## src/hdl/lrb_pkg.sv

```systemverilog
// ============================================================================
// lrb_pkg
// Shared constants, types and the sequencer state encoding of the LRU record
// buffer.
// ============================================================================
package lrb_pkg;

  // Buffer geometry.
  localparam int ENTRIES   = 16;
  localparam int LINE_BITS = 24;

  // Fixed widths of the external fields.
  localparam int LINE_NUMBER_W  = 24;
  localparam int SLOT_W         = 4;
  localparam int EVICTED_LINE_W = 24;

  // Derived widths.
  localparam int IDX_W  = $clog2(ENTRIES);
  localparam int RANK_W = IDX_W;
  localparam int CNT_W  = IDX_W + 1;
  localparam int OCC_W  = $clog2(ENTRIES + 1);

  typedef logic [IDX_W-1:0]     idx_t;
  typedef logic [RANK_W-1:0]    rank_t;
  typedef logic [CNT_W-1:0]     cnt_t;
  typedef logic [OCC_W-1:0]     occ_t;
  typedef logic [LINE_BITS-1:0] tag_t;

  // Sequencer states.
  typedef enum logic [2:0] {
    ST_IDLE,
    ST_SCAN,
    ST_DECIDE,
    ST_UPDATE,
    ST_REPORT
  } state_t;

  // Memory requests from the engine to the tag and rank stores.
  typedef struct packed {
    idx_t  rd_addr;
    logic  tag_we;
    idx_t  tag_waddr;
    tag_t  tag_wdata;
    logic  rank_we;
    idx_t  rank_waddr;
    rank_t rank_wdata;
  } mem_req_t;

endpackage

```

## src/hdl/lru_record_buffer_core.sv

```systemverilog
// ============================================================================
// lru_record_buffer_core
// Fully associative buffer of record line numbers with least-recently-used
// replacement, built around a tag store and a rank store.
// ============================================================================
// Usage:
//   Command channel: drive line_number and raise start; the beat is taken at
//   a rising edge where start is high and busy is low. busy stays high until
//   the result has been shown.
//   Result channel: done is high for exactly one cycle with hit, slot,
//   evicted and evicted_line valid in that cycle. The receiver cannot stall,
//   so the result must be captured in that cycle.
//   The next beat can be taken in the cycle after done. A lookup makes two
//   sweeps over the stores through one read port each: a search sweep over
//   tags and ranks, and a read-modify-write sweep that ages the ranks.
//   Reset (rst, synchronous) clears the valid bits and the occupancy count;
//   the stores themselves are not cleared, since an entry is only used once
//   it has been written. No clearing pass is needed, so the block takes a
//   beat in the first cycle after reset.
// ============================================================================
module lru_record_buffer_core (
  input  logic                                clk,
  input  logic                                rst,
  input  logic                                start,
  output logic                                busy,
  input  logic [lrb_pkg::LINE_NUMBER_W-1:0]   line_number,
  output logic                                done,
  output logic                                hit,
  output logic [lrb_pkg::SLOT_W-1:0]          slot,
  output logic                                evicted,
  output logic [lrb_pkg::EVICTED_LINE_W-1:0]  evicted_line
);

  import lrb_pkg::*;

  mem_req_t mem_req;
  tag_t     tag_rdata;
  rank_t    rank_rdata;

  // Sequencer and lookup datapath.
  lrb_engine u_engine (
    .clk          (clk),
    .rst          (rst),
    .start        (start),
    .busy         (busy),
    .line_number  (line_number),
    .done         (done),
    .hit          (hit),
    .slot         (slot),
    .evicted      (evicted),
    .evicted_line (evicted_line),
    .mem_req      (mem_req),
    .tag_rdata    (tag_rdata),
    .rank_rdata   (rank_rdata)
  );

  // Tag store: one tag per slot.
  lrb_ram #(
    .DEPTH (ENTRIES),
    .WIDTH (LINE_BITS)
  ) u_tag_ram (
    .clk   (clk),
    .we    (mem_req.tag_we),
    .waddr (mem_req.tag_waddr),
    .wdata (mem_req.tag_wdata),
    .raddr (mem_req.rd_addr),
    .rdata (tag_rdata)
  );

  // Rank store: recency rank per slot, zero being most recent.
  lrb_ram #(
    .DEPTH (ENTRIES),
    .WIDTH (RANK_W)
  ) u_rank_ram (
    .clk   (clk),
    .we    (mem_req.rank_we),
    .waddr (mem_req.rank_waddr),
    .wdata (mem_req.rank_wdata),
    .raddr (mem_req.rd_addr),
    .rdata (rank_rdata)
  );

endmodule

```

## src/hdl/lrb_ram.sv

```systemverilog
// ============================================================================
// lrb_ram
// Simple dual-port synchronous RAM: one write port and one read port with a
// registered read.
// ============================================================================
module lrb_ram #(
  parameter int DEPTH = 16,
  parameter int WIDTH = 8
) (
  input  logic                     clk,
  input  logic                     we,
  input  logic [$clog2(DEPTH)-1:0] waddr,
  input  logic [WIDTH-1:0]         wdata,
  input  logic [$clog2(DEPTH)-1:0] raddr,
  output logic [WIDTH-1:0]         rdata
);

  logic [WIDTH-1:0] mem [DEPTH];

  // Write port.
  always_ff @(posedge clk) begin
    if (we) begin
      mem[waddr] <= wdata;
    end
  end

  // Registered read port.
  always_ff @(posedge clk) begin
    rdata <= mem[raddr];
  end

endmodule

```

## src/hdl/lrb_engine.sv

```systemverilog
// ============================================================================
// lrb_engine
// Lookup sequencer: sweeps tag and rank stores for a hit, a free slot or the
// least recent entry, installs the tag on a miss, then sweeps the ranks to age
// all valid entries on a fill, else those more recent than the hit or victim.
// ============================================================================
module lrb_engine (
  input  logic                                clk,
  input  logic                                rst,
  input  logic                                start,
  output logic                                busy,
  input  logic [lrb_pkg::LINE_NUMBER_W-1:0]   line_number,
  output logic                                done,
  output logic                                hit,
  output logic [lrb_pkg::SLOT_W-1:0]          slot,
  output logic                                evicted,
  output logic [lrb_pkg::EVICTED_LINE_W-1:0]  evicted_line,
  output lrb_pkg::mem_req_t                   mem_req,
  input  lrb_pkg::tag_t                       tag_rdata,
  input  lrb_pkg::rank_t                      rank_rdata
);

  import lrb_pkg::*;

  state_t state, state_next;
  cnt_t   cnt, cnt_next;
  logic   rd_vld, rd_vld_next;
  idx_t   rd_idx, rd_idx_next;
  tag_t   tag_q, tag_q_next;

  logic   found, found_next;
  idx_t   hit_idx, hit_idx_next;
  rank_t  hit_rank, hit_rank_next;
  logic   free_found, free_found_next;
  idx_t   free_idx, free_idx_next;
  idx_t   best_idx, best_idx_next;
  rank_t  best_rank, best_rank_next;
  tag_t   best_tag, best_tag_next;

  idx_t   target, target_next;
  rank_t  limit, limit_next;
  logic   age_all, age_all_next;

  logic [ENTRIES-1:0] valid, valid_next;
  occ_t   occ, occ_next;

  logic                      hit_next;
  logic [SLOT_W-1:0]         slot_next;
  logic                      evicted_next;
  logic [EVICTED_LINE_W-1:0] evicted_line_next;

  logic   sweep_more;
  logic   rd_entry_valid;

  // The sweep counter runs from zero up to the entry count.
  assign sweep_more     = (cnt < CNT_W'(ENTRIES));
  assign rd_entry_valid = valid[rd_idx];

  assign busy = (state != ST_IDLE);
  assign done = (state == ST_REPORT);

  // Next-state and datapath logic.
  always_comb begin
    state_next        = state;
    cnt_next          = cnt;
    rd_vld_next       = 1'b0;
    rd_idx_next       = rd_idx;
    tag_q_next        = tag_q;
    found_next        = found;
    hit_idx_next      = hit_idx;
    hit_rank_next     = hit_rank;
    free_found_next   = free_found;
    free_idx_next     = free_idx;
    best_idx_next     = best_idx;
    best_rank_next    = best_rank;
    best_tag_next     = best_tag;
    target_next       = target;
    limit_next        = limit;
    age_all_next      = age_all;
    valid_next        = valid;
    occ_next          = occ;
    hit_next          = hit;
    slot_next         = slot;
    evicted_next      = evicted;
    evicted_line_next = evicted_line;

    mem_req            = '0;
    mem_req.rd_addr    = cnt[IDX_W-1:0];
    mem_req.tag_waddr  = target;
    mem_req.tag_wdata  = tag_q;
    mem_req.rank_waddr = rd_idx;

    unique case (state)
      ST_IDLE: begin
        if (start) begin
          tag_q_next      = LINE_BITS'(line_number);
          cnt_next        = '0;
          found_next      = 1'b0;
          free_found_next = 1'b0;
          state_next      = ST_SCAN;
        end
      end

      ST_SCAN: begin
        // Issue one read a cycle while entries remain.
        if (sweep_more) begin
          rd_vld_next = 1'b1;
          rd_idx_next = cnt[IDX_W-1:0];
          cnt_next    = cnt + CNT_W'(1);
        end
        // Examine the entry whose data has just returned.
        if (rd_vld) begin
          if (!found && rd_entry_valid && (tag_rdata == tag_q)) begin
            found_next    = 1'b1;
            hit_idx_next  = rd_idx;
            hit_rank_next = rank_rdata;
          end
          if (!free_found && !rd_entry_valid) begin
            free_found_next = 1'b1;
            free_idx_next   = rd_idx;
          end
          // Strictly greater keeps the lowest slot on equal ranks.
          if ((rd_idx == '0) || (rank_rdata > best_rank)) begin
            best_idx_next  = rd_idx;
            best_rank_next = rank_rdata;
            best_tag_next  = tag_rdata;
          end
          if (!sweep_more) begin
            state_next = ST_DECIDE;
          end
        end
      end

      ST_DECIDE: begin
        cnt_next          = '0;
        hit_next          = found;
        evicted_next      = 1'b0;
        evicted_line_next = '0;
        age_all_next      = 1'b0;
        if (found) begin
          target_next = hit_idx;
          limit_next  = hit_rank;
          slot_next   = SLOT_W'(hit_idx);
        end else if (free_found) begin
          target_next         = free_idx;
          age_all_next        = 1'b1;
          slot_next           = SLOT_W'(free_idx);
          valid_next[free_idx] = 1'b1;
          if (occ < OCC_W'(ENTRIES)) begin
            occ_next = occ + OCC_W'(1);
          end
          mem_req.tag_we    = 1'b1;
          mem_req.tag_waddr = free_idx;
        end else begin
          target_next       = best_idx;
          limit_next        = best_rank;
          slot_next         = SLOT_W'(best_idx);
          evicted_next      = 1'b1;
          evicted_line_next = EVICTED_LINE_W'(best_tag);
          occ_next          = OCC_W'(ENTRIES);
          mem_req.tag_we    = 1'b1;
          mem_req.tag_waddr = best_idx;
        end
        state_next = ST_UPDATE;
      end

      ST_UPDATE: begin
        if (sweep_more) begin
          rd_vld_next = 1'b1;
          rd_idx_next = cnt[IDX_W-1:0];
          cnt_next    = cnt + CNT_W'(1);
        end
        // Read-modify-write of one rank per cycle; the write lands on the
        // entry read in the previous cycle, never on the one being read.
        if (rd_vld) begin
          if (rd_idx == target) begin
            mem_req.rank_we    = 1'b1;
            mem_req.rank_wdata = '0;
          end else if (rd_entry_valid && (age_all || (rank_rdata < limit))) begin
            mem_req.rank_we    = 1'b1;
            mem_req.rank_wdata = rank_rdata + RANK_W'(1);
          end
          if (!sweep_more) begin
            state_next = ST_REPORT;
          end
        end
      end

      ST_REPORT: begin
        state_next = ST_IDLE;
      end

      default: begin
        state_next = ST_IDLE;
      end
    endcase
  end

  // Control registers.
  always_ff @(posedge clk) begin
    if (rst) begin
      state  <= ST_IDLE;
      rd_vld <= 1'b0;
      valid  <= '0;
      occ    <= '0;
    end else begin
      state  <= state_next;
      rd_vld <= rd_vld_next;
      valid  <= valid_next;
      occ    <= occ_next;
    end
  end

  // Datapath registers.
  always_ff @(posedge clk) begin
    cnt          <= cnt_next;
    rd_idx       <= rd_idx_next;
    tag_q        <= tag_q_next;
    found        <= found_next;
    hit_idx      <= hit_idx_next;
    hit_rank     <= hit_rank_next;
    free_found   <= free_found_next;
    free_idx     <= free_idx_next;
    best_idx     <= best_idx_next;
    best_rank    <= best_rank_next;
    best_tag     <= best_tag_next;
    target       <= target_next;
    limit        <= limit_next;
    age_all      <= age_all_next;
    hit          <= hit_next;
    slot         <= slot_next;
    evicted      <= evicted_next;
    evicted_line <= evicted_line_next;
  end

  // The occupancy count always matches the number of valid entries.
  a_occ_matches_valid: assert property (@(posedge clk) disable iff (rst)
    $countones(valid) == occ)
    else $error("occupancy count differs from valid bits");

  // An eviction only happens on a full buffer, and never with a hit.
  a_evict_when_full: assert property (@(posedge clk) disable iff (rst)
    (done && evicted) |-> (occ == OCC_W'(ENTRIES)) && !hit)
    else $error("eviction reported while not full or on a hit");

  // An accepted beat takes the engine out of idle on the next cycle.
  a_start_busy: assert property (@(posedge clk) disable iff (rst)
    (start && !busy) |=> (state == ST_SCAN))
    else $error("accepted beat did not start a scan");

  // A result beat comes only at the end of the rank update sweep.
  a_done_after_update: assert property (@(posedge clk) disable iff (rst)
    done |-> ($past(state) == ST_UPDATE))
    else $error("result beat without a completed update sweep");

  // The update sweep never writes the rank it reads in the same cycle.
  a_no_rank_collision: assert property (@(posedge clk) disable iff (rst)
    mem_req.rank_we |-> (mem_req.rank_waddr != mem_req.rd_addr) || !sweep_more)
    else $error("rank write collides with a rank read");

endmodule
```

## config.mk

```make
export PLATFORM = sky130hd
export DESIGN_NAME = lru_record_buffer_core
export DESIGN_NICKNAME = d
export VERILOG_FILES = /design/src/hdl/lrb_pkg.sv /design/src/hdl/lru_record_buffer_core.sv /design/src/hdl/lrb_ram.sv /design/src/hdl/lrb_engine.sv
export SDC_FILE = /design/constraint.sdc
export NUM_CORES = 1
export LEC_CHECK = 0
export ABC_CLOCK_PERIOD_IN_PS = 9300
export BUFFER_PORTS_ARGS = -buffer_cell sky130_fd_sc_hd__buf_2
export CAP_MARGIN = 10
export CORE_ASPECT_RATIO = 1.1
export CORE_MARGIN = 2
export CORE_UTILIZATION = 40
export CTS_CLUSTER_SIZE = 8
export DETAILED_ROUTE_END_ITERATION = 12
export GPL_TIMING_DRIVEN = 0
export MAX_ROUTING_LAYER = met4
export SLEW_MARGIN = 40
export SYNTH_ARGS = -nofsm -noshare
export SYNTH_HDL_FRONTEND = slang
export SYNTH_SLANG_ARGS = --single-unit
```

## constraint.sdc

```tcl
create_clock -name clk -period 9.3 [get_ports clk]
set_input_delay 0.93 -clock clk [delete_from_list [all_inputs] [get_ports clk]]
set_output_delay 0.93 -clock clk [all_outputs]
set_load 0.02 [all_outputs]
```

-- Word level (Yosys, flattened, before mapping)
Memory sizes are Yosys's and may differ from the RTL's. A register that Yosys moved wholly into a read port is not among the register bits.
Cells that the tools add are included.
- logic and storage cells: 119
- input bits: 27
- latch bits: 0
- output and inout port bits: 32
- memories: 2
- bits in writable memories: 448
- flip-flop bits (word level): 134
- bits in read-only memories: 0
- equal/unequal tests: 15
- bitwise logic cells: 3
- reductions and logical operators: 29
- multiplexer cells: 42
- shifts and indexed selects: 0
- divide/modulo/power cells: 0
- multipliers: 0
- add/sub/neg operators: 2
- order comparisons: 6
- memories (name ; depth ; width ; rd ports ; clocked after memory_dff ; wr ports ; line ; RTL):
    u_tag_ram.mem ; 16 ; 24 ; 1 ; 1 ; 1 ; lrb_ram.sv:18 ; logic [WIDTH-1:0] mem [DEPTH];
    u_rank_ram.mem ; 16 ; 4 ; 1 ; 1 ; 1 ; lrb_ram.sv:18 ;
- operator list (operator ; number):
    4-bit 2-to-1 mux ; 9
    24-bit equality test ; 1
    5-bit 2-to-1 mux ; 4
    1-bit 2-to-1 mux ; 18
    16-bit bitwise OR ; 1
    3-bit 2-to-1 mux ; 5
    5-bit one-hot mux with 3 select lines ; 1
    3-bit AND reduction ; 5
    2-bit by 1-bit != test with 1-bit output (second input constant) ; 6
    3-bit one-hot mux with 4 select lines ; 1
    4-bit by 5-bit < comparator with 1-bit output (second input constant) ; 2
    4-bit AND reduction ; 2
    3-bit by 2-bit equality test with 1-bit output (second input constant) ; 2
    2-bit != test (second input constant) ; 3
    2-bit AND reduction ; 3
    3-bit nonzero test ; 2
    2-bit OR reduction ; 3
    5-bit by 1-bit adder with 5-bit output (second input constant) ; 1
    1-bit logical AND ; 5
    5-bit < comparator (second input constant) ; 1
    5-bit AND reduction ; 1
    4-bit by 1-bit adder with 4-bit output (second input constant) ; 1
    1-bit binary-select mux with 4-bit select ; 1
    1-bit demux with 4-bit select ; 1
    other kinds (13) ; 18

-- Logic depth before layout (Yosys ltp)
- depth after elaboration: 9
- mapped depth: 8
- mapped depth without buffers: 7

-- Cells and area by module
A second synthesis with hierarchy kept.
- cell total of the unflattened synthesis: 1136
- area, all modules: 22964.5 um2
- modules (own cells, without submodules) (module ; cells each ; area each (um2) ; seq. area each (um2) ; instances):
    lrb_ram at u_tag_ram ; 636 ; 14930.6 ; 12011.5 ; 1
    lrb_engine ; 370 ; 5367.6 ; 3823.7 ; 1
    lrb_ram at u_rank_ram ; 130 ; 2666.3 ; 2001.9 ; 1

-- Least setup slack after synthesis
Ideal clock, no wire load.
- path type: reg-to-reg
- start: reg u_engine.state[1]
- end: mem u_tag_ram.mem[11][0] in the netlist's numbering (enable)
- path buffers: 1
- arrival: 2953 ps
- setup time: 405 ps
- slack: 5943 ps
- period minus slack after synthesis: 3357 ps
- stages on the path, launching flop included: 7
- path through: dfxtp_1 > clkbuf_1 > nand2_1 > inv_1 > nand2_1 > o32a_1 > nor2_1
- longest elaborated chain between the ends: 4
- ends and longest elaborated chain (element ; line ; RTL):
    start: declaration ; lrb_engine.sv:25 ; state_t state, state_next;
    start signal: assignment ; lrb_engine.sv:207 ; state <= state_next;
    3-bit by 2-bit equality test with 1-bit output * ; lrb_engine.sv:93 ; unique case (state)
    5-bit 2-to-1 mux * ; lrb_engine.sv:93 ;
    1-bit 2-to-1 mux ; lrb_ram.sv:22 ; if (we) begin
    1-bit 2-to-1 mux (not written as such) ; lrb_ram.sv:23 ; mem[waddr] <= wdata;
    end: declaration ; lrb_ram.sv:18 ;
Every way passes the cells marked *; elsewhere a longest branch is shown, timed or not.

-- Worst setup path in the final report
- start: reg u_engine.tag_q[7]
- end: reg u_engine.hit_rank[1] (enable)
- longest elaborated chain between the ends: 3
- ends and longest elaborated chain (element ; line ; RTL):
    start: declaration ; lrb_engine.sv:29 ; tag_t tag_q, tag_q_next;
    start signal: assignment ; lrb_engine.sv:218 ; tag_q <= tag_q_next;
    24-bit equality test ; lrb_engine.sv:113 ; if (!found && rd_entry_valid && (tag_rdata == tag_q)) begin
    1-bit logical AND ; lrb_engine.sv:113 ;
    3-bit AND reduction (no source line) ; n/a ;
    end signal: assignment ; lrb_engine.sv:221 ; hit_rank <= hit_rank_next;
    end: declaration ; lrb_engine.sv:33 ; rank_t hit_rank, hit_rank_next;
Every way passes these cells.
A chain may end at the register's enable or synchronous reset.

==> results.tsv <==
stage	metric	value	unit
synth	synth_cell_types	48	
worst_setup_path	reg2reg_from	u_engine.tag_q[7]	
final_layout	final_common_cell	edfxtp_1	
clock_network	path_clk_slew	0.05	ns
power	ir_drop	139.5	µV
power	powerDensity	233.7	nW/µm²
synth	synth.avg_cell_area	21.52	µm²
synth	async_flop_share	0	
sta	final_hold_viol_count	0	
worst_setup_path	worst-setup-path-type	reg -> reg	
worst_setup_path	start_kind	register	
detailed_routing	vias	11200	
synth	synth.cell_area	23020	µm²
min_path	hold_start	u_tag_ram.rdata[12]	
synth	synth_area_leaders	edfxtp_1 73%, mux4_2 14%, dfxtp_1 4.2%	
worst_setup_path	crit_arrival	3.59	ns
placed_design	place_congestion	0.8235	
final_layout	fin_nets	1287	
floorplan	pin_count	59	
placed_design	placedCellCount	1914	
sta	timing.final.crit_period	3.318	ns
placed_design	dpl_cell_area	25190	µm²
sta	finalSetupViolations	0	
synth	ys_seq_elements	610	
synth	yosysWarnings	0	
final_layout	num-fill-cells	4716	
worst_setup_path	path_cells	xnor2_1 -> nand4_1 -> nor4_1 -> nand3_1 -> nor2_2	
global_routing	grt_pass1_wl	78560	µm
floorplan	initial_core_util	0.4032	
floorplan	die_area	59490	µm²
worst_setup_path	reg2reg_depth	5	
sta	max_slew_margin	0.4342	
sta	tightest_slew	0.8486	ns
worst_setup_path	rrSetupSlack	5.98	ns
min_path	min_path_cells	0	
detailed_routing	drt-initial-drc-count	1065	
run	cap_violations	0	
run_status	status	completed	
clock_network	post_cts_resized	0	
global_routing	grt_pass1_vias	11740	
synth	synth_ff_type	edfxtp_1	
power	p_leak	9.038	nW
placed_design	dpl.hpwl	35110	µm
final_layout	instances_no_fill	2071	
worst_setup_path	r2r-end	u_engine.hit_rank[1]	
detailed_routing	drt_pre_antenna_iters	5	
final_layout	final_layout_size_suffix_gt1_frac	0.3080	
min_path	hp-class	reg -> reg	
worst_setup_path	cpLargestDelayFamily	simple AND/OR/NAND/NOR gates	
global_routing	grt_max_degree	26	
clock_network	hold_buffers	0	
synth	yosysTopAreaCell	edfxtp_1	
clock_network	cts_buffer_depth	3	
clock_network	cts-htree-levels	3	
global_routing	grt-ovfl-total	0	
global_routing	antenna_found_initial	1	
sta	clock_skew	0.05208	ns
worst_setup_path	crit_slowest_cell	edfxtp_1	
worst_setup_path	worstPathMaxFanout	17	
floorplan	rows	92	
detailed_routing	drc	0	
final_layout	syn_to_final_growth	20.54	%
detailed_routing	viasPerCell	5.409	
synth	synth_edf_count	562	
synth	syn_inst	1070	
clock_network	cts_setup_buffers	0	
synth	netlist.area_leader.share	0.7330	
sta	slew_violations	0	
worst_setup_path	critPathCaptureType	register	
placed_design	port_buffers	57	
sta	timing.hold.ws	0.4400	ns
floorplan	core_area	57090	µm²
sta	fin_tns_setup	0	ns
global_routing	grt_usage	0.1904	
worst_setup_path	crit_buf_inv	0	
min_path	min_to	u_engine.best_tag[12]	
detailed_routing	ant_nets	0	
detailed_routing	wl_per_cell	25.84	µm
synth	syn_nets	1106	
worst_setup_path	slowest_delay	0.62	ns
clock_network	insertion_delay	0.64	ns
clock_network	cts_tree	built	
clock_network	cts.sink_count	610	
synth	ys_seq_area_frac	0.7748	
sta	max_freq	0.3014	GHz
sta	min_period_over_period	0.3568	
detailed_routing	wirelength	53520	µm
final_layout	final_cell_mix	562 x edfxtp_1, 140 x mux4_2, 88 x clkbuf_16	
sta	rsz0062_at_grt	false	
floorplan	die_x	232.7	µm
worst_setup_path	cp_data_required_time	9.57	ns
clock_network	root_buffer	clkbuf_16	
floorplan	die_h	255.6	µm
clock_network	cts_buffers	86	
final_layout	post-route-cell-area	27750	µm²
==> state kept, by name (all words and copies together) (netlist names), 5 cells and up <==
| signal | count |
|---|---|
| u_tag_ram.mem | 384 |
| u_rank_ram.mem | 64 |
| u_engine.best_tag | 24 |
| u_engine.evicted_line | 24 |
| u_engine.tag_q | 24 |
| u_tag_ram.rdata | 24 |
| u_engine.valid | 16 |
| u_engine.cnt | 5 |
==> layout make-up <==
type	count	area, µm²	share of cell area
clock inverter	6	92.59	0.003336
sequential	610	17840	0.6428
tap	752	940.9	0.03391
clock buffer	149	2441	0.08797
buffer	46	217.7	0.007845
multi-input combinational	402	5144	0.1854
timing repair buffer	93	1027	0.03702
inverter	12	47.55	0.001713
antenna	1	2.502	0.00009018
==> kinds of logic (layout without fill, tap and decap cells) <==
family | Yosys count | after routing | share of synthesized area
AND/OR/NAND/NOR | 168 | 168 | 0.04141
multiplexers | 150 | 150 | 0.1429
flip-flops | 610 | 610 | 0.7748
XOR/XNOR | 34 | 34 | 0.01293
other | 0 | 1 | 0
adder cells (fa/ha/maj) | 9 | 9 | 0.004891
buffers and inverters | 58 | 306 | 0.01054
AO/OA/AOI/OAI | 41 | 41 | 0.01255
==> metrics by stage <==
step	power (W)	worst slack [ns]	utilization
after floorplan	0.003460	5.943	-
after global placement	0.003631	3.582	0.4247
after detailed placement	0.003642	5.763	0.4412
after CTS	0.006553	5.758	0.4856
after global routing	0.006695	5.837	0.4860
final	0.006485	5.982	0.4860
==> synthesized netlist by cell type (2+ instances only) <==
| cell type | number |
|---|---|
| a2111oi_0 | 2 |
| a21o_1 | 5 |
| a21oi_1 | 13 |
| a31oi_1 | 4 |
| and2_1 | 27 |
| buf_1 | 9 |
| buf_2 | 8 |
| buf_6 | 2 |
| clkbuf_1 | 27 |
| dfxtp_1 | 48 |
| edfxtp_1 | 562 |
| ha_1 | 9 |
| inv_1 | 12 |
| mux2_2 | 3 |
| mux2i_1 | 5 |
| mux4_1 | 2 |
| mux4_2 | 140 |
| nand2_1 | 11 |
| nand2b_1 | 5 |
| nand3_1 | 9 |
| nand4_1 | 6 |
| nor2_1 | 58 |
| nor2b_1 | 5 |
| nor3_1 | 11 |
| nor3b_1 | 4 |
| nor4_1 | 8 |
| nor4_2 | 7 |
| nor4_4 | 2 |
| o21a_1 | 3 |
| o21ai_0 | 5 |
| o22a_1 | 2 |
| o32a_1 | 2 |
| or2_2 | 3 |
| or4_1 | 5 |
| xnor2_1 | 25 |
| xor2_1 | 9 |
==> power by group <==
group / internal (W) / switching [W]
Combinational: 0.000213 / 0.000245
Clock: 0.00177 / 0.00113
Sequential: 0.00306 / 0.0000718
Total: 0.00504 / 0.00145
==> per-layer routing <==
metal | vias to the layer above | global-route usage | part of all wire
met2 | 364 | 0.2971 | 0.49
met5 | - | - | 0
li1 | 4774 | - | -
met3 | 82 | 0.03710 | 0.060
met4 | 0 | 0.06157 | 0.021
met1 | 5982 | 0.2530 | 0.43
==> worst max path at each step <==
stage,from,to,slack [ns],depth (start not counted)
final,u_engine.tag_q[7],u_engine.hit_rank[1],5.98,5
after global routing,u_engine.tag_q[7],u_engine.hit_rank[2],5.84,5
after CTS,u_engine.tag_q[7],u_engine.hit_rank[1],5.76,5
after detailed placement,u_engine.tag_q[7],u_engine.hit_rank[1],5.76,5
after global placement,u_engine.state[1],u_tag_ram.mem[7][15],3.58,6
after floorplan,u_engine.state[1],u_tag_ram.mem[11][0],5.94,6
No activity file was read; power rests on OpenSTA's default activity.
